--- src/rtl/core/tcw_pkg.sv ---
`timescale 1ns / 1ps
// ----------------------------------------------------------------------------
// tcw_pkg
// Shared words, command codes and byte constants of the console writer.
// ----------------------------------------------------------------------------
package tcw_pkg;

    // item kinds
    localparam logic KIND_PUT  = 1'b0;
    localparam logic KIND_READ = 1'b1;

    // control bytes and cell values
    localparam logic [7:0]  CH_BELL      = 8'h07;
    localparam logic [7:0]  CH_BACKSPACE = 8'h08;
    localparam logic [7:0]  CH_TAB       = 8'h09;
    localparam logic [7:0]  CH_NEWLINE   = 8'h0A;
    localparam logic [7:0]  CH_RETURN    = 8'h0D;
    localparam logic [7:0]  CH_SPACE     = 8'h20;
    localparam logic [15:0] ATTR_NORMAL  = 16'h0700;
    localparam logic [15:0] BLANK_CELL   = 16'h0720;

    // command codes from the classifier
    localparam int OP_W = 4;
    localparam logic [OP_W-1:0] OP_READ_CELL  = 4'd0;
    localparam logic [OP_W-1:0] OP_READ_BLANK = 4'd1;
    localparam logic [OP_W-1:0] OP_READ_ZERO  = 4'd2;
    localparam logic [OP_W-1:0] OP_NEWLINE    = 4'd3;
    localparam logic [OP_W-1:0] OP_RETURN     = 4'd4;
    localparam logic [OP_W-1:0] OP_TAB        = 4'd5;
    localparam logic [OP_W-1:0] OP_BACKSPACE  = 4'd6;
    localparam logic [OP_W-1:0] OP_NOP        = 4'd7;
    localparam logic [OP_W-1:0] OP_PLAIN      = 4'd8;

    // command queue size
    localparam int QUEUE_DEPTH = 2;
    localparam int QUEUE_PTR_W = $clog2(QUEUE_DEPTH);
    localparam int QUEUE_CNT_W = $clog2(QUEUE_DEPTH + 1);

    typedef struct packed {
        logic       kind;
        logic [7:0] char_code;
        logic [4:0] read_row;
        logic [6:0] read_col;
    } req_word_t;

    typedef struct packed {
        logic [15:0] cell_value;
        logic [4:0]  cursor_row;
        logic [6:0]  cursor_col;
    } rsp_word_t;

    typedef struct packed {
        logic [OP_W-1:0] op;
        logic [7:0]      char_code;
        logic [4:0]      read_row;
        logic [6:0]      read_col;
    } cmd_word_t;

endpackage

--- src/rtl/core/tcw_front.sv ---
`timescale 1ns / 1ps
// ----------------------------------------------------------------------------
// tcw_front
// Accepts request words and classifies them into commands for the queue.
// ----------------------------------------------------------------------------
module tcw_front #(
    parameter int COLUMNS     = 80,
    parameter int SCROLL_ROWS = 24,
    parameter int TOTAL_ROWS  = 25
) (
    input  logic                req_valid,
    output logic                req_ready,
    input  tcw_pkg::req_word_t  req,
    input  logic                queue_full,
    input  logic                clearing,
    output logic                push,
    output tcw_pkg::cmd_word_t  push_word
);
    import tcw_pkg::*;

    logic row_in_range;
    logic col_in_range;
    logic row_unwritten;

    // range checks on the read address
    assign row_in_range  = 32'(req.read_row) < 32'(TOTAL_ROWS);
    assign col_in_range  = 32'(req.read_col) < 32'(COLUMNS);
    assign row_unwritten = 32'(req.read_row) >= 32'(SCROLL_ROWS);

    // hold off while the queue is full or the store is being cleared
    assign req_ready = !queue_full && !clearing;
    assign push      = req_valid && req_ready;

    // classify the word
    always_comb
    begin
        push_word.char_code = req.char_code;
        push_word.read_row  = req.read_row;
        push_word.read_col  = req.read_col;
        push_word.op        = OP_NOP;
        if (req.kind == KIND_READ)
        begin
            if (!(row_in_range && col_in_range))
                push_word.op = OP_READ_ZERO;
            else if (row_unwritten)
                push_word.op = OP_READ_BLANK;
            else
                push_word.op = OP_READ_CELL;
        end
        else
        begin
            unique case (req.char_code)
                CH_NEWLINE:   push_word.op = OP_NEWLINE;
                CH_RETURN:    push_word.op = OP_RETURN;
                CH_TAB:       push_word.op = OP_TAB;
                CH_BACKSPACE: push_word.op = OP_BACKSPACE;
                CH_BELL:      push_word.op = OP_NOP;
                default:      push_word.op = OP_PLAIN;
            endcase
        end
    end

endmodule

--- config.mk ---
export PLATFORM = sky130hd
export DESIGN_NAME = tcw_front
export DESIGN_NICKNAME = d
export VERILOG_FILES = /design/src/rtl/core/tcw_pkg.sv /design/src/rtl/core/tcw_front.sv
export SDC_FILE = /design/constraint.sdc
export NUM_CORES = 1
export LEC_CHECK = 0
export BUFFER_PORTS_ARGS = -buffer_cell sky130_fd_sc_hd__buf_2
export CAP_MARGIN = 5
export CORE_AREA = 2 2 39 41
export DETAILED_ROUTE_END_ITERATION = 16
export DIE_AREA = 0 0 41 43
export PLACE_DENSITY = 0.8
export SETUP_SLACK_MARGIN = 0.2
export SLEW_MARGIN = 10
export SYNTH_ARGS = -nofsm -noshare
export SYNTH_HDL_FRONTEND = slang
export SYNTH_SLANG_ARGS = --single-unit
--- constraint.sdc ---
create_clock -name vclk -period 1.2
set_clock_uncertainty 0.1 [all_clocks]
set_input_delay 0.24 -clock vclk [all_inputs]
set_output_delay 0.24 -clock vclk [all_outputs]
set_load 0.02 [all_outputs]
==> flow_summary.yaml <==
layout:
  n_antenna_cell: 0
  multiInputGateArea_um2: 247.7
  final_common_cell: "buf_2"
  area_growth_pct: 89.49
  layout_common_cells: "30 x buf_2, 10 x buf_6, 10 x buf_4"
  seq_cells: 0
  drive_gt1_share_pct: 80.52
  nClkBuffers: 0
  register_area_um2: 0
  nets: 103
  fillCellCount: 141
worst_setup_path:
  worstPathArrival_ns: 1.26
  crit_fanout: 4
  crit_path_end_kind: "output pin"
  setup.worst_path.class: "primary input to output pin"
  crit_required_ns: 0.86
  crit_path_start_kind: "primary input"
pwr:
  p_leak_nw: 0.3134
  switchingPower_w: 0.0001152
  power_frac_seq_pct: 0
  powerDensity_nw_per_um2: 374.0
  clockPowerShare_pct: 0
  ir_drop_v: 0.0001587
  swShare_pct: 50.55
  p_int_w: 0.0001127
  p_comb_share_pct: 100.0
die:
  die_area_um2: 1763
  initial_core_util_pct: 23.24
  die_width_um: 41
  coreArea_um2: 1384
  core.rowCount: 14
  io_pins: 50
  die-height_um: 43
synthesis:
  synth.distinct_cells: 21
  synth_area_um2: 321.6
  seq_area_frac_synth_pct: 0
  syn_avg_cell_area_um2: 6.842
  yosys_warnings: 0
  syn_inst: 47
  synth_nets: 71
sta:
  finalCriticalPeriod_ns: 1.595
  setup_violations: 4
  fmax_mhz: 626.8
  worstMarginPinSlew_ns: 0.3210
  rsz0062_at_grt: "true"
  slew_violations: 0
  hold_viol_final: 0
  setup_slack_ns: -0.3954
  tns_ns: -1.322
  holdWs_ns: 0.3800
  maxSlewHeadroom_pct: 78.37
  post-route-period-util_pct: 133.0
run:
  drv_cap: 0
status:
  violations: "setup timing"
  status: "finished with violations"
routing:
  drtIter0Drc: 1
  ant_nets: 0
  first_pass_iters: 2
  avgRoutedWirePerCell_um: 10.92
  drt-vias-per-instance: 4.398
  drt-total-wl_mm: 1.016
  drc: 0
  dr_total_vias: 409
global_routing:
  grt_use_total_pct: 10.59
  grt_pass1_wl_mm: 1.400
  overflow: 0
  grt_start_max_net_pins: 8
  grt_pass1_vias: 349
  antenna_found_initial: 0
place:
  numPortBuffers: 42
  hpwl_um: 840.5
  globalplace.congestion: 0.7046
  post-place-ws_ns: -0.4542
min_path:
  hold_path_end: "push_word[0]"
  worstHoldStart: "req[0]"
  hp-class: "primary input to output pin"
  hold_depth: 0
cts:
  cts-hold-fix-buffers: 0
through the flow:
step	total power, W	util, %	instance area, um2	cells
final	0.0002279	44.03	609.3	93
after global routing	0.0002421	44.03	609.3	93
after CTS	0.0002231	43.22	598.1	93
after detailed placement	0.0002028	38.52	533.0	93
after global placement	0.0001989	38.52	533.0	93
after floorplan	0.0001523	-	392.9	47
critical path: stages:
cell and delay [ns]:
buf_6 0.10, or3b_4 0.40, o211a_1 0.26, o21ai_4 0.12
buf_6 0.13
metal layers:
metal	part of all wire (%)	track usage, %	wire, um	vias up
met5	0	0	0	-
met4	0	0	0	0
met3	9.8	0	100	0
met2	57	20.94	577	24
met1	33	12.34	338	182
li1	-	-	-	203
cell families after synthesis:
family          count (synthesis)  share of synthesized area, %
compound gates                  8                         16.34
buf+inv                        21                         47.86
simple gates                   18                         35.80
cells in the mapped netlist:
library cell,number,share of area (%)
a21oi_1,2,3.1
and2_1,2,3.9
and3_1,1,1.9
and3b_2,1,3.1
buf_4,20,47
inv_1,1,1.2
nand2_1,2,2.3
nand3_1,2,3.1
nand3b_1,1,2.3
nand4b_1,1,2.7
nor2_1,2,2.3
nor2b_1,1,1.9
nor3_1,1,1.6
nor4_1,1,1.9
o211a_1,1,3.1
o21ai_0,3,4.7
o21ai_2,1,2.7
o2bb2ai_1,1,2.7
or2b_1,1,2.3
or3b_1,1,2.7
or4bb_1,1,3.5
how the worst max path moves through the flow:
stage	start	endpoint	cells past startpoint
finish	req[14]	push_word[20]	5
global route	req[16]	push_word[20]	5
CTS	req[18]	push_word[20]	5
detailed placement	req[12]	push_word[20]	5
global placement	req[13]	push_word[20]	5
floorplan	req[13]	push_word[20]	3
area by class of cell:
cell class | count | area share, %
well taps | 16 | 3.285
repair buffers | 50 | 55.44
multi-input cells | 26 | 40.66
inverters | 1 | 0.6160
what timing repair did:
item,CTS,global route
resized for setup,16,5
endpoints found under the hold margin,0,0
endpoints found under the setup margin,5,7
pin swaps,8,2
setup buffers,0,0
power by group through the flow:
stage	Clock [W]	Sequential (W)	Combinational, W
after global routing	0	0	0.000242
after detailed placement	0	0	0.000203
after CTS	0	0	0.000223
after global placement	0	0	0.000199
after floorplan	0	0	0.000152
final	0	0	0.000228
Note: power is estimated with default switching activity, not from simulation.
