==> src/rtl/core/tcw_pkg.sv <==
`timescale 1ns / 1ps
// ----------------------------------------------------------------------------
// tcw_pkg
// Shared words, command codes and byte constants of the console writer.
// ----------------------------------------------------------------------------
package tcw_pkg;

    // item kinds
    localparam logic KIND_PUT  = 1'b0;
    localparam logic KIND_READ = 1'b1;

    // control bytes and cell values
    localparam logic [7:0]  CH_BELL      = 8'h07;
    localparam logic [7:0]  CH_BACKSPACE = 8'h08;
    localparam logic [7:0]  CH_TAB       = 8'h09;
    localparam logic [7:0]  CH_NEWLINE   = 8'h0A;
    localparam logic [7:0]  CH_RETURN    = 8'h0D;
    localparam logic [7:0]  CH_SPACE     = 8'h20;
    localparam logic [15:0] ATTR_NORMAL  = 16'h0700;
    localparam logic [15:0] BLANK_CELL   = 16'h0720;

    // command codes from the classifier
    localparam int OP_W = 4;
    localparam logic [OP_W-1:0] OP_READ_CELL  = 4'd0;
    localparam logic [OP_W-1:0] OP_READ_BLANK = 4'd1;
    localparam logic [OP_W-1:0] OP_READ_ZERO  = 4'd2;
    localparam logic [OP_W-1:0] OP_NEWLINE    = 4'd3;
    localparam logic [OP_W-1:0] OP_RETURN     = 4'd4;
    localparam logic [OP_W-1:0] OP_TAB        = 4'd5;
    localparam logic [OP_W-1:0] OP_BACKSPACE  = 4'd6;
    localparam logic [OP_W-1:0] OP_NOP        = 4'd7;
    localparam logic [OP_W-1:0] OP_PLAIN      = 4'd8;

    // command queue size
    localparam int QUEUE_DEPTH = 2;
    localparam int QUEUE_PTR_W = $clog2(QUEUE_DEPTH);
    localparam int QUEUE_CNT_W = $clog2(QUEUE_DEPTH + 1);

    typedef struct packed {
        logic       kind;
        logic [7:0] char_code;
        logic [4:0] read_row;
        logic [6:0] read_col;
    } req_word_t;

    typedef struct packed {
        logic [15:0] cell_value;
        logic [4:0]  cursor_row;
        logic [6:0]  cursor_col;
    } rsp_word_t;

    typedef struct packed {
        logic [OP_W-1:0] op;
        logic [7:0]      char_code;
        logic [4:0]      read_row;
        logic [6:0]      read_col;
    } cmd_word_t;

endpackage

==> src/rtl/core/tcw_queue.sv <==
`timescale 1ns / 1ps
// ----------------------------------------------------------------------------
// tcw_queue
// Short command queue between the classifier and the executor.
// ----------------------------------------------------------------------------
module tcw_queue (
    input  logic                clk,
    input  logic                rst_n,
    input  logic                push,
    input  tcw_pkg::cmd_word_t  push_word,
    input  logic                pop,
    output logic                not_empty,
    output logic                full,
    output tcw_pkg::cmd_word_t  head
);
    import tcw_pkg::*;

    cmd_word_t              slot_reg [QUEUE_DEPTH];
    logic [QUEUE_PTR_W-1:0] wr_ptr_reg;
    logic [QUEUE_PTR_W-1:0] wr_ptr_next;
    logic [QUEUE_PTR_W-1:0] rd_ptr_reg;
    logic [QUEUE_PTR_W-1:0] rd_ptr_next;
    logic [QUEUE_CNT_W-1:0] count_reg;
    logic [QUEUE_CNT_W-1:0] count_next;

    assign not_empty = count_reg != '0;
    assign full      = count_reg == QUEUE_CNT_W'(QUEUE_DEPTH);
    assign head      = slot_reg[rd_ptr_reg];

    // pointer and fill count update
    always_comb
    begin
        wr_ptr_next = wr_ptr_reg;
        rd_ptr_next = rd_ptr_reg;
        count_next  = count_reg;
        if (push)
            wr_ptr_next = (wr_ptr_reg == QUEUE_PTR_W'(QUEUE_DEPTH - 1)) ? '0 : wr_ptr_reg + 1'b1;
        if (pop)
            rd_ptr_next = (rd_ptr_reg == QUEUE_PTR_W'(QUEUE_DEPTH - 1)) ? '0 : rd_ptr_reg + 1'b1;
        if (push && !pop)
            count_next = count_reg + 1'b1;
        else if (pop && !push)
            count_next = count_reg - 1'b1;
    end

    always_ff @(posedge clk or negedge rst_n)
    begin
        if (!rst_n)
        begin
            wr_ptr_reg <= '0;
            rd_ptr_reg <= '0;
            count_reg  <= '0;
        end
        else
        begin
            wr_ptr_reg <= wr_ptr_next;
            rd_ptr_reg <= rd_ptr_next;
            count_reg  <= count_next;
        end
    end

    // storage
    always_ff @(posedge clk)
    begin
        if (push)
            slot_reg[wr_ptr_reg] <= push_word;
    end

endmodule

==> config.mk <==
export PLATFORM = sky130hd
export DESIGN_NAME = tcw_queue
export DESIGN_NICKNAME = d
export VERILOG_FILES = /design/src/rtl/core/tcw_pkg.sv /design/src/rtl/core/tcw_queue.sv
export SDC_FILE = /design/constraint.sdc
export NUM_CORES = 1
export LEC_CHECK = 0
export BUFFER_PORTS_ARGS = -buffer_cell sky130_fd_sc_hd__buf_2
export CAP_MARGIN = 5
export CORE_ASPECT_RATIO = 0.5
export CORE_UTILIZATION = 55
export CTS_CLUSTER_DIAMETER = 120
export DETAILED_ROUTE_END_ITERATION = 6
export PLACE_DENSITY = 0.83
export SLEW_MARGIN = 40
export SYNTH_ARGS = -nofsm -noshare
export SYNTH_HDL_FRONTEND = slang
export SYNTH_SLANG_ARGS = --single-unit
==> constraint.sdc <==
create_clock -name clk -period 5.5 [get_ports clk]
set_input_delay 0.825 -clock clk [delete_from_list [all_inputs] [get_ports clk]]
set_output_delay 0.825 -clock clk [all_outputs]
set_load 0.02 [all_outputs]
==> impl_metrics.env <==
export IMPL_status="complete, no violations"
export IMPL_postCtsSetupRepairBufs=0
export IMPL_io_pin_count=54
export IMPL_clk_transition_reported_paths_ns=0.08
export IMPL_finish_utilization_pct=70.6
export IMPL_synthesis_area_per_instance_sq_um=22.2
export IMPL_regArea_sq_mm=0.00154
export IMPL_finalSetupTns_ns=0
export IMPL_synth_adder_area_share_pct=0.618
export IMPL_finalSetupViolCount=0
export IMPL_finish_net_count=179
export IMPL_synth_simple_area_share_pct=1.42
export IMPL_synth_top_family_by_area="multiplexers"
export IMPL_start_util_pct=58.3
export IMPL_die_h_um=44.9
export IMPL_largest_reg_flops=48
export IMPL_timing_final_hold_violations=0
export IMPL_synth_lib_cells_used_distinct=14
export IMPL_clock_tree_root_cell="sky130_fd_sc_hd__clkbuf_8"
export IMPL_startpoint="rd_ptr_reg"
export IMPL_synth_compound_gate_area_share_pct=0
export IMPL_gp_routability_congestion=0.722
export IMPL_cts_sink_count=52
export IMPL_share_of_final_layout_standard_cells_stronger_than_drive_strength_1_pct=58.9
export IMPL_io_buffers=53
export IMPL_pre_cts_ws_ns=3.05
export IMPL_clock_tree_from_tritoncts="built"
export IMPL_ys_ff_latch=52
export IMPL_antenna_left=0
export IMPL_crit_chain="buf_4 -> mux2_4 -> buf_2"
export IMPL_cp_capture_type="output port"
export IMPL_maximum_capacitance_violations=0
export IMPL_slew_violations=0
export IMPL_dieWidth_um=87.8
export IMPL_dr_total_vias=951
export IMPL_timing_setup_critical_path_class="reg2out"
export IMPL_xor_xnor_cell_area_share_of_the_yosys_netlist_pct=2.16
export IMPL_worst_path_largest_cell_delay_ns=0.77
export IMPL_placed_cell_area_sq_mm=0.00232
export IMPL_wire_length_of_the_first_global_routing_pass_um=4670
export IMPL_insertion_delay_ns=0.30
export IMPL_postLayoutCellArea_sq_mm=0.00245
export IMPL_critPathArrivalTime_ns=1.94
export IMPL_grt_start_max_net_pins=25
export IMPL_grt_pass1_vias=965
export IMPL_drt_vias_per_instance=4.71
export IMPL_crit_fanout=13
export IMPL_drc_errors=0
export IMPL_fillers=206
export IMPL_antennaDiodeCount=0
export IMPL_fmax_mhz=362
export IMPL_synthesized_net_count=120
export IMPL_multiInputGateArea_sq_um=430
export IMPL_critPathSlowestCell="sky130_fd_sc_hd__dfrtp_1"
export IMPL_timing_worst_slew_pin_value_ns=0.659
export IMPL_cts_buffers=5
export IMPL_post_synth_instance_area_sq_mm=0.00202
export IMPL_global_route_overflow_total=0
export IMPL_cp_start_kind="register"
export IMPL_detail_route_wl_per_cell_um=15.1
export IMPL_clock_skew_after_layout_ns=0.00765
export IMPL_grt_antenna_before_repair=0
export IMPL_origin_of_the_critical_flop_to_flop_path="rd_ptr_reg"
export IMPL_pnr_worst_setup_slack_ns=2.74
export IMPL_floorplan_die_area_sq_mm=0.00394
export IMPL_vdd_ir_drop_worst_mv=0.206
export IMPL_clock_path_buffers=2
export IMPL_dr_pass1_iters=5
export IMPL_hold_path_class="in2async"
export IMPL_detailedPlacementHpwl_um=2120
export IMPL_muxShareOfSynthArea_pct=16.9
export IMPL_detail_route_wirelength_um=3040
export IMPL_final_min_clock_period_ns=2.76
export IMPL_grt_setup_unrepaired="no"
export IMPL_max_slew_margin_vs_limit_pct=56.1
export IMPL_yosys_warnings=0
export IMPL_layout_area_overhead_vs_synth_pct=21.2
export IMPL_drt_iter0_markers=47
export IMPL_placeableCoreArea_sq_mm=0.00347
export IMPL_p_per_area_mw_per_mm2=530
export IMPL_cts_htree_levels=2
export IMPL_static_leakage_power_nw=1.00
export IMPL_synth_seq_area_share_pct=76.2
export IMPL_fin_crit_sh_pct=50.2
export IMPL_postSynthCellCount=91
export IMPL_groute_usage_overall_pct=17.2
export IMPL_cts_hold_buf=0
export IMPL_num_rows=15
export IMPL_cp_data_required_time_ns=4.68
export IMPL_ctsResizeCount=0
per-stage QoR:
stage               hold slack, ns  power, W  std cells
CTS                          0.314   0.00131        202
detailed placement           0.475   0.00102        194
finish                       0.321   0.00130        202
global placement             0.462   0.00101        194
global route                 0.302   0.00136        202
floorplan                    0.447  0.000931         91
final timing paths:
check                               end  slack (ns)  cells past startpoint
setup / recovery                head[0]        2.74                      3
hold / removal               wr_ptr_reg        0.32                      1
setup reg to reg             rd_ptr_reg        4.12                      2
hold reg to reg            count_reg[1]        0.48                      1
max in group asynchronous  count_reg[0]        5.05                      1
min in group clk           count_reg[1]        0.48                      1
power by group:
group | switching (W) | internal (W)
logic | 0.000225 | 0.000201
registers | 0.0000504 | 0.000528
clock network | 0.000115 | 0.000182
cell families (layout without fill, tap and decap cells):
family	count (synthesis)	count (layout)
buffers and inverters	4	64
and+or+nand+nor	5	5
adders and majority gates	1	1
xor gates and xnor gates	5	5
DFF	52	52
muxes	24	24
critical path: cells and delay by family (launching register included):
family                 cells  cell delay (ns)
buffers and inverters      2             0.54
flip-flops                 1             0.77
multiplexers               1             0.32
final cells by class:
cell class | count | area share, %
Clock buffer | 6 | 2.96
Clock inverter | 2 | 2.45
Inverter | 1 | 0.153
Multi-Input combinational cell | 35 | 17.6
Sequential cell | 52 | 62.9
Tap cell | 51 | 2.60
Timing Repair Buffer | 55 | 11.4
synthesized netlist by cell type:
| cell type | number | area share [%] |
|---|---|---|
| sky130_fd_sc_hd__edfxtp_1 | 48 | 71 |
| sky130_fd_sc_hd__dfrtp_1 | 4 | 4.9 |
| sky130_fd_sc_hd__buf_12 | 2 | 2.0 |
| sky130_fd_sc_hd__xor2_1 | 4 | 1.7 |
| sky130_fd_sc_hd__mux2_2 | 5 | 2.8 |
| sky130_fd_sc_hd__buf_6 | 1 | 0.56 |
| sky130_fd_sc_hd__nor2_1 | 1 | 0.19 |
| sky130_fd_sc_hd__ha_1 | 1 | 0.62 |
| sky130_fd_sc_hd__or2_2 | 1 | 0.31 |
| sky130_fd_sc_hd__inv_1 | 1 | 0.19 |
| sky130_fd_sc_hd__and2_1 | 1 | 0.31 |
| sky130_fd_sc_hd__xnor2_1 | 1 | 0.43 |
| sky130_fd_sc_hd__mux2_4 | 19 | 14 |
| sky130_fd_sc_hd__nor2b_1 | 2 | 0.62 |
cell usage in the layout, fill, tap and decap left out:
cell	n
sky130_fd_sc_hd__buf_2	53
sky130_fd_sc_hd__edfxtp_1	48
sky130_fd_sc_hd__mux2_4	19
sky130_fd_sc_hd__mux2_2	5
sky130_fd_sc_hd__clkbuf_8	5
sky130_fd_sc_hd__xor2_1	4
sky130_fd_sc_hd__dfrtp_1	4
sky130_fd_sc_hd__bufinv_16	2
sky130_fd_sc_hd__buf_4	2
sky130_fd_sc_hd__inv_1	1
sky130_fd_sc_hd__nor2b_1	1
sky130_fd_sc_hd__or2_2	1
sky130_fd_sc_hd__and2_2	1
sky130_fd_sc_hd__nor2b_2	1
sky130_fd_sc_hd__xnor2_1	1
sky130_fd_sc_hd__nor2_1	1
sky130_fd_sc_hd__ha_1	1
sky130_fd_sc_hd__clkbuf_1	1
layer usage:
| metal | part of all wire, % | up-vias | GRT usage [%] |
|---|---|---|---|
| li1 | - | 463 | - |
| met1 | 43 | 455 | 21.5 |
| met2 | 52 | 28 | 28.2 |
| met3 | 4.7 | 5 | 6.22 |
| met4 | 0.99 | 0 | 6.89 |
| met5 | 0 | - | 0 |
(Power assumes the default switching activity.)
